File: config.mk
export PLATFORM = sky130hd
export DESIGN_NAME = power_meter_sample_accumulator_unit
export DESIGN_NICKNAME = d
export VERILOG_FILES = /design/src/design/pmsa_pkg.sv /design/src/design/power_meter_sample_accumulator_unit.sv
export SDC_FILE = /design/constraint.sdc
export NUM_CORES = 2
export LEC_CHECK = 0
export ABC_AREA = 1
export BUFFER_PORTS_ARGS = -buffer_cell sky130_fd_sc_hd__buf_2
export CAP_MARGIN = 40
export CORE_ASPECT_RATIO = 0.9
export CORE_MARGIN = 8
export CORE_UTILIZATION = 60
export CTS_CLUSTER_DIAMETER = 40
export DETAILED_ROUTE_END_ITERATION = 10
export GPL_ROUTABILITY_DRIVEN = 0
export GPL_TIMING_DRIVEN = 0
export PLACE_DENSITY = 0.88
export SLEW_MARGIN = 20
export SYNTH_ARGS = -nofsm -noshare
export SYNTH_HDL_FRONTEND = slang
export SYNTH_SLANG_ARGS = --single-unit
File: constraint.sdc
create_clock -name clk -period 10.3 [get_ports clk]
set_input_delay 1.03 -clock clk [delete_from_list [all_inputs] [get_ports clk]]
set_output_delay 1.03 -clock clk [all_outputs]
set_load 0.1 [all_outputs]
File: src/design/pmsa_pkg.sv
// Shared widths, register indexes and reset values for the power meter accumulator.
package pmsa_pkg;

	// Configuration port.
	localparam int CFG_IDX_W  = 2;
	localparam int CFG_DATA_W = 16;

	localparam logic [CFG_IDX_W-1:0] REG_PHASE    = 2'd0;
	localparam logic [CFG_IDX_W-1:0] REG_VOLT_OFS = 2'd1;
	localparam logic [CFG_IDX_W-1:0] REG_AMP_OFS  = 2'd2;

	// Register widths and reset values.
	localparam int PF_W  = 16;
	localparam int OFS_W = 14;

	localparam logic [PF_W-1:0]  PHASE_RST = 16'd32768;
	localparam logic [OFS_W-1:0] OFS_RST   = 14'd8192;

	// Result field widths.
	localparam int VOLT_W = 16;
	localparam int AMP_W  = 15;
	localparam int SQ_W   = 63;
	localparam int POW_W  = 64;

	localparam logic [SQ_W-1:0] SQ_MAX = {SQ_W{1'b1}};
	localparam logic [POW_W-1:0] POW_MAX = {1'b0, {(POW_W-1){1'b1}}};
	localparam logic [POW_W-1:0] POW_MIN = {1'b1, {(POW_W-1){1'b0}}};

	// Digit-serial multiply: two bits per cycle over a 16-bit multiplier.
	localparam int DIGIT_W = 2;
	localparam int DIGITS  = PF_W / DIGIT_W;
	localparam int CNT_W   = $clog2(DIGITS);

	// Product width for the squares and the power term.
	localparam int PRD_W = 32;

	// Interpolation product carries 15 fractional bits; 4 are kept.
	localparam int FRAC_DROP  = 11;
	localparam int ROUND_BIAS = 1024;

endpackage

File: src/design/power_meter_sample_accumulator_unit.sv
// Power meter sample accumulator: phase correction, offset removal and saturating sums.
// Each accepted item passes through a digit-serial interpolation pass, a setup step, a
// digit-serial pass that forms the three products, and an accumulate step that waits while
// a held result is stalled; the block takes no new item until that step commits.
// Input is taken only when the datapath is idle; a finished result waits in the output stage.
// Reset (asynchronous, active low) clears the sums, the flag and the previous voltage,
// and loads the phase fraction with 1.0 and both offsets with 512 counts.
module power_meter_sample_accumulator_unit #(
	parameter int ADC_BITS = 10
) (
	input  logic                              clk,
	input  logic                              arst_n,
	// Configuration writes.
	input  logic                              cfg_wen,
	input  logic [pmsa_pkg::CFG_IDX_W-1:0]    cfg_index,
	input  logic [pmsa_pkg::CFG_DATA_W-1:0]   cfg_data,
	// Sample input.
	input  logic                              in_valid,
	output logic                              in_stall,
	input  logic [ADC_BITS-1:0]               raw_volt,
	input  logic [ADC_BITS-1:0]               raw_amp,
	input  logic                              clear_sums,
	// Result output.
	output logic                              out_valid,
	input  logic                              out_stall,
	output logic signed [pmsa_pkg::VOLT_W-1:0] volt_value,
	output logic signed [pmsa_pkg::AMP_W-1:0]  amp_value,
	output logic [pmsa_pkg::SQ_W-1:0]         volt_square_sum,
	output logic [pmsa_pkg::SQ_W-1:0]         amp_square_sum,
	output logic signed [pmsa_pkg::POW_W-1:0] power_sum,
	output logic                              sum_saturated
);
	import pmsa_pkg::*;

	// Datapath widths that follow from the ADC width.
	localparam int DW = ADC_BITS + 1;
	localparam int PW = ADC_BITS + 19;
	localparam int VW = PW + 1;
	localparam int AW = ADC_BITS + 16;

	// Sequencer states.
	localparam logic [2:0] ST_IDLE   = 3'd0;
	localparam logic [2:0] ST_INTERP = 3'd1;
	localparam logic [2:0] ST_CALC   = 3'd2;
	localparam logic [2:0] ST_PROD   = 3'd3;
	localparam logic [2:0] ST_ACC    = 3'd4;

	localparam logic signed [VW-1:0] V_MIN = VW'(-32'sd32768);
	localparam logic signed [VW-1:0] V_MAX = VW'(32'sd32767);
	localparam logic signed [AW-1:0] A_MIN = AW'(-32'sd16384);
	localparam logic signed [AW-1:0] A_MAX = AW'(32'sd16383);

	// One signed-digit partial product; the top digit of a two's complement
	// multiplier carries negative weight on its upper bit.
	function automatic logic signed [PRD_W-1:0] sd_term(
		input logic [DIGIT_W-1:0]      d,
		input logic                    top,
		input logic signed [PRD_W-1:0] m
	);
		logic signed [PRD_W-1:0] t;
		t = d[0] ? m : '0;
		if (d[1]) begin
			t = top ? (t - (m <<< 1)) : (t + (m <<< 1));
		end
		return t;
	endfunction

	// Control and state registers.
	logic [2:0]              state_q;
	logic [CNT_W-1:0]        cnt_q;
	logic                    out_valid_q;
	logic [PF_W-1:0]         phase_q;
	logic [OFS_W-1:0]        volt_ofs_q;
	logic [OFS_W-1:0]        amp_ofs_q;
	logic [ADC_BITS-1:0]     prev_q;
	logic [SQ_W-1:0]         vsq_acc_q;
	logic [SQ_W-1:0]         asq_acc_q;
	logic [POW_W-1:0]        pow_acc_q;
	logic                    sat_q;

	// Payload registers.
	logic [ADC_BITS-1:0]     cur_volt_q;
	logic [ADC_BITS-1:0]     cur_amp_q;
	logic                    clr_q;
	logic [PF_W-1:0]         pf_sh_q;
	logic signed [PW-1:0]    mcand_q;
	logic signed [PW-1:0]    prod_q;
	logic signed [VOLT_W-1:0] v_q;
	logic signed [AMP_W-1:0]  a_q;
	logic [VOLT_W-1:0]       v_sh_q;
	logic [VOLT_W-1:0]       a_sh_q;
	logic signed [PRD_W-1:0] mv_q;
	logic signed [PRD_W-1:0] ma_q;
	logic signed [PRD_W-1:0] pvv_q;
	logic signed [PRD_W-1:0] pav_q;
	logic signed [PRD_W-1:0] paa_q;
	logic signed [VOLT_W-1:0] volt_out_q;
	logic signed [AMP_W-1:0]  amp_out_q;

	logic                    accept;
	logic                    last;
	logic                    commit;
	logic signed [DW-1:0]    diff;
	logic signed [PW-1:0]    interp_term;
	logic signed [PW-1:0]    q_shift;
	logic signed [VW-1:0]    v_base;
	logic signed [VW-1:0]    v_step;
	logic signed [VW-1:0]    v_ofs;
	logic signed [VW-1:0]    v_full;
	logic signed [AW-1:0]    a_pos;
	logic signed [AW-1:0]    a_ofs;
	logic signed [AW-1:0]    a_full;
	logic signed [VOLT_W-1:0] v_sat;
	logic signed [AMP_W-1:0]  a_sat;
	logic [SQ_W-1:0]         vsq_base;
	logic [SQ_W-1:0]         asq_base;
	logic [POW_W-1:0]        pow_base;
	logic [SQ_W:0]           vsq_sum;
	logic [SQ_W:0]           asq_sum;
	logic [POW_W:0]          pow_sum;
	logic                    vsq_ovf;
	logic                    asq_ovf;
	logic                    pow_ovf;
	logic [SQ_W-1:0]         vsq_next;
	logic [SQ_W-1:0]         asq_next;
	logic [POW_W-1:0]        pow_next;

	// Handshake and sequencing conditions.
	assign accept   = in_valid && !in_stall;
	assign in_stall = (state_q != ST_IDLE);
	assign last     = (cnt_q == CNT_W'(DIGITS - 1));
	assign commit   = (state_q == ST_ACC) && (!out_valid_q || !out_stall);

	// Step from the previous to the present raw voltage.
	assign diff = $signed({1'b0, raw_volt}) - $signed({1'b0, prev_q});

	// Interpolation partial product for the current unsigned fraction digit.
	always_comb begin
		interp_term = pf_sh_q[0] ? mcand_q : '0;
		if (pf_sh_q[1]) begin
			interp_term = interp_term + (mcand_q <<< 1);
		end
	end

	// Corrected voltage and current with clamping.
	always_comb begin
		q_shift = prod_q >>> FRAC_DROP;
		v_base  = VW'({prev_q, 4'b0000});
		v_step  = {q_shift[PW-1], q_shift};
		v_ofs   = VW'(volt_ofs_q);
		v_full  = v_base + v_step - v_ofs;
		if (v_full < V_MIN) begin
			v_sat = V_MIN[VOLT_W-1:0];
		end else if (v_full > V_MAX) begin
			v_sat = V_MAX[VOLT_W-1:0];
		end else begin
			v_sat = v_full[VOLT_W-1:0];
		end
		a_pos  = AW'({cur_amp_q, 4'b0000});
		a_ofs  = AW'(amp_ofs_q);
		a_full = a_pos - a_ofs;
		if (a_full < A_MIN) begin
			a_sat = A_MIN[AMP_W-1:0];
		end else if (a_full > A_MAX) begin
			a_sat = A_MAX[AMP_W-1:0];
		end else begin
			a_sat = a_full[AMP_W-1:0];
		end
	end

	// Saturating accumulation, after an optional clear.
	always_comb begin
		vsq_base = clr_q ? '0 : vsq_acc_q;
		asq_base = clr_q ? '0 : asq_acc_q;
		pow_base = clr_q ? '0 : pow_acc_q;
		vsq_sum  = {1'b0, vsq_base} + (SQ_W+1)'(unsigned'(pvv_q));
		asq_sum  = {1'b0, asq_base} + (SQ_W+1)'(unsigned'(paa_q));
		pow_sum  = {pow_base[POW_W-1], pow_base}
			+ {{(POW_W-PRD_W+1){pav_q[PRD_W-1]}}, pav_q};
		vsq_ovf  = vsq_sum[SQ_W];
		asq_ovf  = asq_sum[SQ_W];
		pow_ovf  = pow_sum[POW_W] != pow_sum[POW_W-1];
		vsq_next = vsq_ovf ? SQ_MAX : vsq_sum[SQ_W-1:0];
		asq_next = asq_ovf ? SQ_MAX : asq_sum[SQ_W-1:0];
		if (pow_ovf) begin
			pow_next = pow_sum[POW_W] ? POW_MIN : POW_MAX;
		end else begin
			pow_next = pow_sum[POW_W-1:0];
		end
	end

	// Sequencer, configuration registers, accumulators and output valid.
	always_ff @(posedge clk or negedge arst_n) begin
		if (!arst_n) begin
			state_q     <= ST_IDLE;
			cnt_q       <= '0;
			out_valid_q <= 1'b0;
			phase_q     <= PHASE_RST;
			volt_ofs_q  <= OFS_RST;
			amp_ofs_q   <= OFS_RST;
			prev_q      <= '0;
			vsq_acc_q   <= '0;
			asq_acc_q   <= '0;
			pow_acc_q   <= '0;
			sat_q       <= 1'b0;
		end else begin
			if (cfg_wen) begin
				case (cfg_index)
					REG_PHASE:    phase_q    <= cfg_data[PF_W-1:0];
					REG_VOLT_OFS: volt_ofs_q <= cfg_data[OFS_W-1:0];
					REG_AMP_OFS:  amp_ofs_q  <= cfg_data[OFS_W-1:0];
					default: ;
				endcase
			end
			if (commit) begin
				out_valid_q <= 1'b1;
			end else if (out_valid_q && !out_stall) begin
				out_valid_q <= 1'b0;
			end
			case (state_q)
				ST_IDLE: begin
					cnt_q <= '0;
					if (accept) begin
						state_q <= ST_INTERP;
					end
				end
				ST_INTERP: begin
					cnt_q <= cnt_q + 1'b1;
					if (last) begin
						state_q <= ST_CALC;
					end
				end
				ST_CALC: begin
					cnt_q   <= '0;
					prev_q  <= cur_volt_q;
					state_q <= ST_PROD;
				end
				ST_PROD: begin
					cnt_q <= cnt_q + 1'b1;
					if (last) begin
						state_q <= ST_ACC;
					end
				end
				ST_ACC: begin
					if (commit) begin
						vsq_acc_q <= vsq_next;
						asq_acc_q <= asq_next;
						pow_acc_q <= pow_next;
						sat_q     <= (sat_q && !clr_q) || vsq_ovf || asq_ovf || pow_ovf;
						state_q   <= ST_IDLE;
					end
				end
				default: state_q <= ST_IDLE;
			endcase
		end
	end

	// Digit-serial datapath: multiplier digits shift out, multiplicands shift up.
	always_ff @(posedge clk) begin
		if (accept) begin
			cur_volt_q <= raw_volt;
			cur_amp_q  <= raw_amp;
			clr_q      <= clear_sums;
			pf_sh_q    <= phase_q;
			mcand_q    <= {{(PW-DW){diff[DW-1]}}, diff};
			prod_q     <= PW'(ROUND_BIAS);
		end
		if (state_q == ST_INTERP) begin
			prod_q  <= prod_q + interp_term;
			mcand_q <= mcand_q <<< DIGIT_W;
			pf_sh_q <= pf_sh_q >> DIGIT_W;
		end
		if (state_q == ST_CALC) begin
			v_q    <= v_sat;
			a_q    <= a_sat;
			v_sh_q <= v_sat;
			a_sh_q <= {a_sat[AMP_W-1], a_sat};
			mv_q   <= {{(PRD_W-VOLT_W){v_sat[VOLT_W-1]}}, v_sat};
			ma_q   <= {{(PRD_W-AMP_W){a_sat[AMP_W-1]}}, a_sat};
			pvv_q  <= '0;
			pav_q  <= '0;
			paa_q  <= '0;
		end
		if (state_q == ST_PROD) begin
			pvv_q  <= pvv_q + sd_term(v_sh_q[DIGIT_W-1:0], last, mv_q);
			pav_q  <= pav_q + sd_term(v_sh_q[DIGIT_W-1:0], last, ma_q);
			paa_q  <= paa_q + sd_term(a_sh_q[DIGIT_W-1:0], last, ma_q);
			mv_q   <= mv_q <<< DIGIT_W;
			ma_q   <= ma_q <<< DIGIT_W;
			v_sh_q <= v_sh_q >> DIGIT_W;
			a_sh_q <= a_sh_q >> DIGIT_W;
		end
		if (commit) begin
			volt_out_q <= v_q;
			amp_out_q  <= a_q;
		end
	end

	// The sums only change on commit, so the accumulators drive the result directly.
	assign out_valid       = out_valid_q;
	assign volt_value      = volt_out_q;
	assign amp_value       = amp_out_q;
	assign volt_square_sum = vsq_acc_q;
	assign amp_square_sum  = asq_acc_q;
	assign power_sum       = pow_acc_q;
	assign sum_saturated   = sat_q;

endmodule

==> flow_metrics.tcl <==
set metrics [dict create \
    first_global_vias 52000 \
    finalCriticalPeriod_ps 7080 \
    dieWidth_um 329 \
    instances_no_fill 9131 \
    end_kind "flip-flop" \
    synth_top_cell_by_area "edfxtp_1" \
    crit_buf_inv 7 \
    startpoint "cnt_q[0]" \
    placed_cells 8940 \
    status "complete, no violations" \
    synthCells 7501 \
    antenna_found_initial 2 \
    fin_nets 8369 \
    grt.total_usage_pct 33.5 \
    maxCapViolations 0 \
    start_util_pct 60.5 \
    cts_tree "yes" \
    crit_required_ps 10740 \
    synth_nets 7980 \
    finalCritPeriodShare_pct 68.7 \
    cts_buffer_depth 3 \
    met3_usage_pct 7.58 \
    ys_seq_area_share_pct 31.5 \
    post-route-util_pct 68.0 \
    drc_errors 0 \
    vias_per_cell 6.04 \
    drt_first_pass_iters 9 \
    grt-ovfl-total 0 \
    clkSlewWorstSetupHoldPaths_ps 60 \
    ctsHtreeMaxLevel 3 \
    drt-total-wl_mm 171 \
    worstReg2RegStart "cnt_q[0]" \
    cts-resized-gates 0 \
    hold_violations 0 \
    yosysWarnings 0 \
    cts_sinks 600 \
    most-common-layout-cells "nand2_1 (1493), inv_1 (1233), nor2_1 (792), a21oi_1 (637), o21ai_0 (543)" \
    synth_top_area_share_pct 19.1 \
    final.fill_count 6903 \
    drt_iter0_markers 6713 \
    vias 55200 \
    yosys-top-cells-area "edfxtp_1 (19%), dfrtp_1 (12%), nand2_1 (11%)" \
    crit_path_frequent_cell "nand2_1" \
    grt_use_met2_pct 51.8 \
    hold_buffers 0 \
    synth_cell_types 75 \
    tightest_slew_ps 931 \
    setup_viol 0 \
    startpoint_type "flip-flop" \
    grt_pass1_wl_mm 269 \
    grt_start_max_net_pins 97 \
    core_area_um2 87500 \
    io_pins 268 \
    synth_edf_count 337 \
    criticalPathCategory "flip-flop to flip-flop" \
    dp_hpwl_mm 133 \
    crit_family "compound AO/OA/AOI/OAI gates" \
    skew_ps 37.2 \
    port_buffers 267 \
    rows 103 \
    rsz0062_at_grt "no" \
    hp-class "primary input to async pin" \
    wire_per_inst_um 18.8 \
    grt_busiest_layer "met2" \
    die_area_um2 97900 \
    ant_nets 0 \
    clk_latency_ps 690 \
    synthesis.area_um2 52900 \
    tns_ps 0 \
    area_delta_synth_final_pct 12.5 \
    final_common_cell "nand2_1" \
    timing.fmax_ghz 0.141 \
    ys_async_sr_fraction_pct 42.0 \
    cts_root_buf "clkbuf_16" \
    postCtsSetupRepairBufs 0 \
    drv_slew 0 \
    die_y_um 298 \
    slew_headroom_pct 37.9 \
    use_met1_pct 42.3 \
    crit_path_top_delay_cell "clkbuf_1" \
    critPathMaxStageDelay_ps 590 \
    arrival_ps 7520 \
    critPathMaxFanout 10 \
    drive_gt1_share_pct 9.05 \
    ys_ff_latch 600 \
    synth_ff_type "edfxtp_1" \
    avgSynthCellArea_um2 7.05 \
    numCtsBuffers 99 \
]
path summary, 6_finish.rpt:
path                                        to  slack, ps  cells after the start
hold / removal             volt_square_sum[52]        350                      1
min in group clk                 amp_value[10]        410                      0
max in group asynchronous        power_sum[18]       8990                      2
setup / recovery                     pvv_q[29]       3220                     32
setup reg to reg                     pvv_q[29]       3220                     32
hold reg to reg                  amp_value[10]        410                      0
synth_stat cells (23+ instances only):
master	count
nor2_1	793
buf_1	27
o21ai_0	543
xor2_1	200
a21o_1	23
o21ai_1	84
nand2_2	45
nand3_1	426
edfxtp_1	337
a21oi_1	637
buf_2	23
nor4_1	33
nand2_1	1495
nand4_1	62
o21a_1	64
inv_1	1233
nor3_1	101
a31oi_1	75
xnor2_1	89
ha_1	412
a22oi_1	31
nor2_2	28
clkbuf_1	114
fa_1	23
o31ai_1	30
dfrtp_1	249
through the flow:
| stage | hold WS (ps) | worst slack [ps] | cell area [µm²] |
|---|---|---|---|
| final | 346 | 3220 | 59500 |
| after detailed placement | 405 | 3530 | 56000 |
| after CTS | 353 | 3420 | 59500 |
| after global placement | 404 | 1170 | 55700 |
| after floorplan | 400 | 4300 | 52900 |
| after global routing | 394 | 2670 | 59500 |
cell type report:
type	instances	area [µm²]	area share, %
Buffer	185	860	1.44
Clock inverter	70	793	1.33
Clock buffer	115	2680	4.50
Inverter	1256	4710	7.92
Sequential cell	600	16600	28.0
Multi-Input combinational cell	5460	30700	51.6
Tap cell	1155	1450	2.43
Timing Repair Buffer	288	1680	2.82
Antenna cell	2	5.00	0.00841
registers in the layout, indices dropped and copies added (netlist names), 32 cells and up:
register         flops
volt_square_sum     63
power_sum           64
mv_q                32
pav_q               32
pvv_q               32
paa_q               32
ma_q                32
amp_square_sum      63
per-layer routing:
layer / routed length [µm] / part of all wire, % / vias to the layer above
met5: 0 / 0 / -
met4: 12600 / 7.4 / 0
met3: 21200 / 12 / 789
met2: 73600 / 43 / 3775
met1: 64000 / 37 / 24900
li1: - / - / 25700
worst register-to-register path: cells and delay by family, from the launching register on:
family | cells | cell delay, ps
compound gates | 9 | 2430
fa+ha+maj | 4 | 1080
buf+inv | 7 | 1630
flops | 1 | 400
simple gates | 10 | 1090
xor+xnor | 2 | 240
cell families (layout without fill, tap and decap cells):
family	Yosys count	after routing	share of synthesized area, %
adder cells (fa/ha/maj)	435	435	10.6
other	0	2	0
flip-flops	600	600	31.5
AO/OA/AOI/OAI	1663	1663	17.8
buffers and inverters	1441	1914	10.5
multiplexers	2	2	0.0426
XOR/XNOR	298	298	5.06
AND/OR/NAND/NOR	3062	3062	24.5
Power is left out: the tool's default activity adds up to more than one toggle a clock period on the data nets, which glitch-free logic cannot reach.
